$ cat src/cat_pkg.sv
// Shared types and constants for the command line argument tokenizer.
// No dependencies; every other file refers to this package by scoped names.
package cat_pkg;

    localparam logic [7:0] CH_NUL    = 8'h00;
    localparam logic [7:0] CH_SPACE  = 8'h20;
    localparam logic [7:0] CH_EQUAL  = 8'h3D;
    localparam logic [7:0] CH_QUOTE  = 8'h22;
    localparam logic [7:0] CH_BSLASH = 8'h5C;

    typedef enum logic [2:0] {
        K_KEY       = 3'd0,
        K_VAL       = 3'd1,
        K_END_VAL   = 3'd2,
        K_END_NOVAL = 3'd3,
        K_DISCARD   = 3'd4
    } t_kind;

    typedef struct packed {
        logic [7:0] out_byte;
        t_kind      out_kind;
        logic       run_last;
    } t_result;

    // One decoded input byte: zero, one or two results for the result queue.
    typedef struct packed {
        logic    valid;
        logic    two;
        t_result r0;
        t_result r1;
    } t_push;

endpackage

$ cat src/cat_if.sv
// Valid/ready channel interfaces for the tokenizer's input and result beats.
// Depends on cat_pkg for the result kind type.
interface cat_in_if;
    logic       valid;
    logic       ready;
    logic [7:0] cmd_byte;

    modport source (output valid, output cmd_byte, input ready);
    modport sink   (input valid, input cmd_byte, output ready);
endinterface

interface cat_out_if;
    logic           valid;
    logic           ready;
    logic [7:0]     out_byte;
    cat_pkg::t_kind out_kind;
    logic           run_last;

    modport source (output valid, output out_byte, output out_kind, output run_last,
                    input ready);
    modport sink   (input valid, input out_byte, input out_kind, input run_last,
                    output ready);
endinterface

$ cat src/cat_dec.sv
// Input register, parse phase register and the per-byte decode logic.
// Depends on cat_pkg and cat_in_if.
module cat_dec (
    input  logic            i_clk,
    input  logic            i_rst_n,
    cat_in_if.sink          i_cmd,
    input  logic            i_room,
    output cat_pkg::t_push  o_push
);

    typedef enum logic [2:0] {
        PH_IDLE     = 3'd0,
        PH_KEY      = 3'd1,
        PH_VSTART   = 3'd2,
        PH_UNQUOTED = 3'd3,
        PH_QUOTED   = 3'd4,
        PH_ESCAPE   = 3'd5
    } t_phase;

    logic       r_in_valid;
    logic [7:0] r_in_byte;
    t_phase     r_phase;
    t_phase     n_phase;

    logic           advance;
    logic [1:0]     n_count;
    logic [7:0]     b0;
    logic [7:0]     b1;
    cat_pkg::t_kind k0;
    cat_pkg::t_kind k1;

    assign i_cmd.ready = !r_in_valid || i_room;
    assign advance     = r_in_valid && i_room;

    always_comb begin
        n_phase = r_phase;
        n_count = 2'd0;
        b0      = cat_pkg::CH_NUL;
        b1      = cat_pkg::CH_NUL;
        k0      = cat_pkg::K_KEY;
        k1      = cat_pkg::K_VAL;
        case (r_phase)
            PH_KEY: begin
                if (r_in_byte inside {cat_pkg::CH_NUL, cat_pkg::CH_SPACE}) begin
                    n_count = 2'd1;
                    k0      = cat_pkg::K_END_NOVAL;
                    n_phase = PH_IDLE;
                end else if (r_in_byte == cat_pkg::CH_EQUAL) begin
                    n_phase = PH_VSTART;
                end else begin
                    n_count = 2'd1;
                    b0      = r_in_byte;
                    k0      = cat_pkg::K_KEY;
                end
            end
            PH_VSTART: begin
                if (r_in_byte inside {cat_pkg::CH_NUL, cat_pkg::CH_SPACE}) begin
                    n_count = 2'd1;
                    k0      = cat_pkg::K_END_VAL;
                    n_phase = PH_IDLE;
                end else if (r_in_byte == cat_pkg::CH_QUOTE) begin
                    n_phase = PH_QUOTED;
                end else begin
                    n_count = 2'd1;
                    b0      = r_in_byte;
                    k0      = cat_pkg::K_VAL;
                    n_phase = PH_UNQUOTED;
                end
            end
            PH_UNQUOTED: begin
                n_count = 2'd1;
                if (r_in_byte inside {cat_pkg::CH_NUL, cat_pkg::CH_SPACE}) begin
                    k0      = cat_pkg::K_END_VAL;
                    n_phase = PH_IDLE;
                end else begin
                    b0 = r_in_byte;
                    k0 = cat_pkg::K_VAL;
                end
            end
            PH_QUOTED: begin
                if (r_in_byte == cat_pkg::CH_NUL) begin
                    n_count = 2'd1;
                    k0      = cat_pkg::K_DISCARD;
                    n_phase = PH_IDLE;
                end else if (r_in_byte == cat_pkg::CH_QUOTE) begin
                    n_count = 2'd1;
                    k0      = cat_pkg::K_END_VAL;
                    n_phase = PH_IDLE;
                end else if (r_in_byte == cat_pkg::CH_BSLASH) begin
                    n_phase = PH_ESCAPE;
                end else begin
                    n_count = 2'd1;
                    b0      = r_in_byte;
                    k0      = cat_pkg::K_VAL;
                end
            end
            PH_ESCAPE: begin
                if (r_in_byte == cat_pkg::CH_NUL) begin
                    n_count = 2'd1;
                    k0      = cat_pkg::K_DISCARD;
                    n_phase = PH_IDLE;
                end else if (r_in_byte inside {cat_pkg::CH_QUOTE, cat_pkg::CH_BSLASH}) begin
                    n_count = 2'd1;
                    b0      = r_in_byte;
                    k0      = cat_pkg::K_VAL;
                    n_phase = PH_QUOTED;
                end else begin
                    // unknown escape: keep the backslash and the byte
                    n_count = 2'd2;
                    b0      = cat_pkg::CH_BSLASH;
                    k0      = cat_pkg::K_VAL;
                    b1      = r_in_byte;
                    k1      = cat_pkg::K_VAL;
                    n_phase = PH_QUOTED;
                end
            end
            default: begin
                if (r_in_byte inside {cat_pkg::CH_NUL, cat_pkg::CH_SPACE}) begin
                    n_phase = PH_IDLE;
                end else if (r_in_byte == cat_pkg::CH_EQUAL) begin
                    n_phase = PH_VSTART;
                end else begin
                    n_count = 2'd1;
                    b0      = r_in_byte;
                    k0      = cat_pkg::K_KEY;
                    n_phase = PH_KEY;
                end
            end
        endcase
    end

    always_comb begin
        o_push.valid       = advance && (n_count != 2'd0);
        o_push.two         = n_count == 2'd2;
        o_push.r0.out_byte = b0;
        o_push.r0.out_kind = k0;
        o_push.r0.run_last = n_count == 2'd1;
        o_push.r1.out_byte = b1;
        o_push.r1.out_kind = k1;
        o_push.r1.run_last = 1'b1;
    end

    always_ff @(posedge i_clk) begin
        if (!i_rst_n) begin
            r_in_valid <= 1'b0;
            r_phase    <= PH_IDLE;
        end else begin
            if (i_cmd.ready) begin
                r_in_valid <= i_cmd.valid;
            end
            if (advance) begin
                r_phase <= n_phase;
            end
        end
    end

    always_ff @(posedge i_clk) begin
        if (i_cmd.ready && i_cmd.valid) begin
            r_in_byte <= i_cmd.cmd_byte;
        end
    end

endmodule

$ cat src/cat_fifo.sv
// Four-entry result queue that takes one or two results per cycle and
// presents one result beat at a time. Depends on cat_pkg and cat_out_if.
module cat_fifo (
    input  logic            i_clk,
    input  logic            i_rst_n,
    input  cat_pkg::t_push  i_push,
    output logic            o_room,
    cat_out_if.source       o_res
);

    cat_pkg::t_result r_mem [4];
    logic [1:0]       r_wr_ptr;
    logic [1:0]       r_rd_ptr;
    logic [2:0]       r_count;

    logic [1:0]       wr_next;
    logic             pop;
    logic [2:0]       push_n;
    cat_pkg::t_result head;

    assign wr_next = r_wr_ptr + 2'd1;
    assign pop     = o_res.valid && o_res.ready;
    assign push_n  = !i_push.valid ? 3'd0 : (i_push.two ? 3'd2 : 3'd1);
    assign o_room  = r_count <= 3'd2;
    assign head    = r_mem[r_rd_ptr];

    assign o_res.valid    = r_count != 3'd0;
    assign o_res.out_byte = head.out_byte;
    assign o_res.out_kind = head.out_kind;
    assign o_res.run_last = head.run_last;

    always_ff @(posedge i_clk) begin
        if (!i_rst_n) begin
            r_wr_ptr <= 2'd0;
            r_rd_ptr <= 2'd0;
            r_count  <= 3'd0;
        end else begin
            r_wr_ptr <= r_wr_ptr + push_n[1:0];
            if (pop) begin
                r_rd_ptr <= r_rd_ptr + 2'd1;
            end
            r_count <= r_count + push_n - {2'b00, pop};
        end
    end

    always_ff @(posedge i_clk) begin
        if (i_push.valid) begin
            r_mem[r_wr_ptr] <= i_push.r0;
            if (i_push.two) begin
                r_mem[wr_next] <= i_push.r1;
            end
        end
    end

endmodule

$ cat src/cmdline_argument_tokenizer.sv
// Top level of the boot command line argument tokenizer.
// Depends on cat_pkg, cat_if, cat_dec and cat_fifo.
//
// Usage:
//   i_cmd carries one command line byte per beat (cmd_byte); a zero byte
//   ends the line and returns the parser to idle.
//   o_res carries result beats: out_byte, out_kind (key char, value char,
//   end with value, end without value, discard) and run_last, which is set
//   on the last result a given input byte produced.
//   A byte is held in the input register, is decoded and written into the
//   result queue, and its results are then presented on o_res in order.
//   Throughput: one byte per cycle while the receiver takes every beat and
//   each byte yields at most one result; an unknown escape inside quotes
//   yields two results, which the result queue presents one beat at a time.
//   Bytes that yield nothing (spaces while idle, '=', opening quote,
//   backslash) still pass at one per cycle while the queue has room.
//   Reset (synchronous, active low) empties the queue and puts the parser
//   in idle, skipping spaces.
//   When the receiver stalls, up to four results are held; the input
//   stays ready while the queue has room for two more results.
module cmdline_argument_tokenizer (
    input  logic       i_clk,
    input  logic       i_rst_n,
    cat_in_if.sink     i_cmd,
    cat_out_if.source  o_res
);

    cat_pkg::t_push push;
    logic           room;

    // decode stage: input register + phase state
    cat_dec u_dec (
        .i_clk   (i_clk),
        .i_rst_n (i_rst_n),
        .i_cmd   (i_cmd),
        .i_room  (room),
        .o_push  (push)
    );

    // result queue: absorbs the two-result escape case and receiver stalls
    cat_fifo u_fifo (
        .i_clk   (i_clk),
        .i_rst_n (i_rst_n),
        .i_push  (push),
        .o_room  (room),
        .o_res   (o_res)
    );

endmodule

$ cat src/flat_wrapper.sv
// flat-port wrapper written by rule: the top's interface ports become plain ports
module cmdline_argument_tokenizer_flat 
  (i_clk, i_rst_n, i_cmd_valid, i_cmd_cmd_byte, i_cmd_ready, o_res_valid, o_res_out_byte, o_res_out_kind, o_res_run_last, o_res_ready);
  cat_in_if i_cmd_i ();
  cat_out_if o_res_i ();
  input  logic i_clk;
  input  logic i_rst_n;
  input wire logic [$bits(i_cmd_i.valid)-1:0] i_cmd_valid;
  input wire logic [$bits(i_cmd_i.cmd_byte)-1:0] i_cmd_cmd_byte;
  output wire logic [$bits(i_cmd_i.ready)-1:0] i_cmd_ready;
  output wire logic [$bits(o_res_i.valid)-1:0] o_res_valid;
  output wire logic [$bits(o_res_i.out_byte)-1:0] o_res_out_byte;
  output wire logic [$bits(o_res_i.out_kind)-1:0] o_res_out_kind;
  output wire logic [$bits(o_res_i.run_last)-1:0] o_res_run_last;
  input wire logic [$bits(o_res_i.ready)-1:0] o_res_ready;
  assign i_cmd_i.valid = i_cmd_valid;
  assign i_cmd_i.cmd_byte = i_cmd_cmd_byte;
  assign i_cmd_ready = i_cmd_i.ready;
  assign o_res_valid = o_res_i.valid;
  assign o_res_out_byte = o_res_i.out_byte;
  assign o_res_out_kind = o_res_i.out_kind;
  assign o_res_run_last = o_res_i.run_last;
  assign o_res_i.ready = o_res_ready;
  cmdline_argument_tokenizer u_core (.i_clk(i_clk), .i_rst_n(i_rst_n), .i_cmd(i_cmd_i), .o_res(o_res_i));
endmodule
$ cat config.mk
export PLATFORM = sky130hd
export DESIGN_NAME = cmdline_argument_tokenizer_flat
export DESIGN_NICKNAME = d
export VERILOG_FILES = /design/src/cat_pkg.sv /design/src/cat_if.sv /design/src/cat_dec.sv /design/src/cat_fifo.sv /design/src/cmdline_argument_tokenizer.sv /design/src/flat_wrapper.sv
export SDC_FILE = /design/constraint.sdc
export NUM_CORES = 1
export LEC_CHECK = 0
export ABC_AREA = 1
export BUFFER_PORTS_ARGS = -buffer_cell sky130_fd_sc_hd__buf_4
export CAP_MARGIN = 20
export CELL_PAD_IN_SITES_DETAIL_PLACEMENT = 0
export CELL_PAD_IN_SITES_GLOBAL_PLACEMENT = 1
export CORE_UTILIZATION = 25
export CTS_CLUSTER_SIZE = 24
export DETAILED_ROUTE_END_ITERATION = 12
export PLACE_DENSITY_LB_ADDON = 0.25
export SLEW_MARGIN = 20
export SYNTH_ARGS = -nofsm -noshare
export SYNTH_HDL_FRONTEND = slang
export SYNTH_SLANG_ARGS = --single-unit
$ cat constraint.sdc
create_clock -name i_clk -period 3.3 [get_ports i_clk]
set_input_delay 0.33 -clock i_clk [delete_from_list [all_inputs] [get_ports i_clk]]
set_output_delay 0.33 -clock i_clk [all_outputs]
set_load 0.01 [all_outputs]
==> metrics.txt <==
router iterations before antenna repair=4; Reg clk slew, reported paths=0.06 ns; commonest cells after routing, fill and taps aside=nand2_1, nor2_1, inv_1, edfxtp_1, nand3_1; antenna violations before repair=0; Post-Synthesis Cells=476; Syn Nets=493; # diodes=0; Synth area leaders=edfxtp_1, dfxtp_1, nand2_1, nor2_1, inv_1; Layout area overhead=18.7%; Root Driver=clkbuf_16; final worst-path cycle share=85.5%; GRT Overall Usage=a little over an eighth; die area=15900 sq um; CTS Buffer Depth=2; vias in the first global route=~3000; via count=3271; Placed Instances=680; Syn Area/Cell=8.10 sq um; cts bufs inserted=9; Initial Utilization=25.5%; I/O Pins=26; Synth Cell Area=3860 sq um; fin cells=between 600 and 700; remaining antenna violation count=0; most common cell after layout, fill and taps aside=nand2_1; Core Footprint=15100 sq um; kind of start point of the critical path=flip-flop; Initial DRC Count=roughly 140; setup_tns=0 ns; Pleak=about 2.1 nW; Synth area leader=edfxtp_1; post-layout minimum cycle time=between 2 and 3 ns; row cnt=45; yosys warns=0; Remaining Overflow, GRT=0; fillers=1603; Final Hold Vio Count=0; pre-CTS WS=0.525 ns; smallest setup slack after layout=0.479 ns; pins over their slew limit=0; Setup Skew=0.00594 ns; Via density=4.70; DRC Markers=0; total power=3.21 mW; largest net degree at the start of global routing=27; worst skew pair latency=0.33 ns; required time of the critical path=roughly 3.5 ns; worst-path fanout max=5; max-cap violation count=0; Buffers on Ports=25; first-pass GRT wire length=16700 microns; Slew @ Worst Pin=0.753 ns; H-tree depth=3; final setup fails=0; pwr/cell area=702 nW/um^2; post-synth top area share=31.1%; placed cell area=roughly 4200 sq um; RSZ-0062 raised after global routing=false; Finished Cell Area=4580 sq um; TritonCTS clock tree=yes; setup bufs post-CTS=0; worst setup path class=reg2reg; WHS=~0.17 ns; Critical Path AT=3.04 ns; Yosys cell types=34; Num Clock Sinks=69; fin util=30.2%; Post-CTS Resized=0; achievable clock frequency=354 MHz; layout cells sized above 1=between 20% and 30%; Setup crit end kind=flip-flop; DIE HEIGHT=126 microns; GPL Wtd Cong=0.852; NumNets Final=520; synthesized flop and latch total=69; Hold WC Path Type=in2reg; hold buffers post-CTS=0; outcome=finished, final reports clean; sequential area share after synthesis=46.2%; routed wire length=roughly 10000 microns; DP HPWL=between 7000 and 8000 microns; Worst IR Drop VDD=0.266 mV; Routed WL per cell=15.0 microns; die width=126 microns; Max-slew headroom=49.7%
-- registers in the layout (all words and copies together), names as in the netlist, named ones only --
signal                   count
u_core.u_dec.r_phase         3
u_core.u_fifo.r_mem         48
u_core.u_dec.r_in_byte       8
u_core.u_dec.r_in_valid      1
u_core.u_fifo.r_rd_ptr       2
u_core.u_fifo.r_count        3
u_core.u_fifo.r_wr_ptr       2
-- path summary, 6_finish.rpt --
check / cells past startpoint / startpoint / to / slack [ns]
min reg2reg: 2 / u_core.u_fifo.r_mem[1][0]$_SDFFE_PP1N_ / u_core.u_fifo.r_mem[1][0]$_SDFFE_PP1N_ / 0.45
max: 18 / u_core.u_dec.r_in_byte[6]$_DFFE_PP_ / u_core.u_fifo.r_count[2]$_SDFF_PN0_ / 0.48
max reg2reg: 18 / u_core.u_dec.r_in_byte[6]$_DFFE_PP_ / u_core.u_fifo.r_count[2]$_SDFF_PN0_ / 0.48
min: 1 / i_cmd_cmd_byte[3] / u_core.u_dec.r_in_byte[3]$_DFFE_PP_ / 0.17
-- layer usage --
layer | track usage (%) | vias to the layer above | part of all wire (%)
met5 | 0 | - | 0
met4 | 4.61 | 0 | 1.7
met3 | 3.19 | 10 | 3.8
met2 | 22.1 | 76 | 47
met1 | 17.9 | 1513 | 48
li1 | - | 1672 | -
-- power by group --
| part | switching [mW] | internal [mW] |
|---|---|---|
| sequential | 0.0806 | 1.05 |
| clock | 0.370 | 0.734 |
| combinational | 0.598 | 0.374 |
| total | 1.05 | 2.16 |
-- cells in the mapped netlist, drive strengths merged --
| cell type | count |
|---|---|
| nand2 | 117 |
| inv | 61 |
| nor2 | 60 |
| nand3 | 41 |
| edfxtp | 40 |
| o21ai | 31 |
| dfxtp | 29 |
| o22ai | 26 |
| a21oi | 20 |
| nand4 | 20 |
| clkbuf | 8 |
| buf | 4 |
| ha | 4 |
| a31oi | 3 |
| nor3 | 2 |
| o21a | 2 |
| xnor2 | 2 |
| and2 | 1 |
| clkinv | 1 |
| fa | 1 |
| o211a | 1 |
| o31ai | 1 |
| xor2 | 1 |
-- cell type report --
cell class / instances / area (sq um) / area share [%]
multi-input cells: 333 / 1780 / 38.8
repair buffers: 28 / 210 / 4.59
inverters: 62 / 234 / 5.11
clock buffers: 9 / 225 / 4.92
flip-flops and latches: 69 / 1780 / 38.9
clock inverters: 7 / 114 / 2.49
well taps: 188 / 235 / 5.14
-- logic make-up after synthesis --
group / synth area share (%)
flops: 46.2
fa+ha+maj: 1.82
xor+xnor: 0.682
compound gates: 12.2
simple gates: 31.3
buf+inv: 7.79
-- critical path, cell delays in order, from the launching register on --
cell and delay (ns):
edfxtp_1 0.41, inv_1 0.12, nand2_1 0.11, nor2_2 0.16
nand2_1 0.14, nand3_2 0.13, nand2_1 0.07, nand2_2 0.08
nor2_4 0.04, nand2_1 0.18, nand2_1 0.14, ha_1 0.29
inv_1 0.06, ha_1 0.13, inv_1 0.04, fa_1 0.37
xor2_1 0.17, inv_1 0.06, nor2_1 0.03
Power figures use the tool's default switching activity.
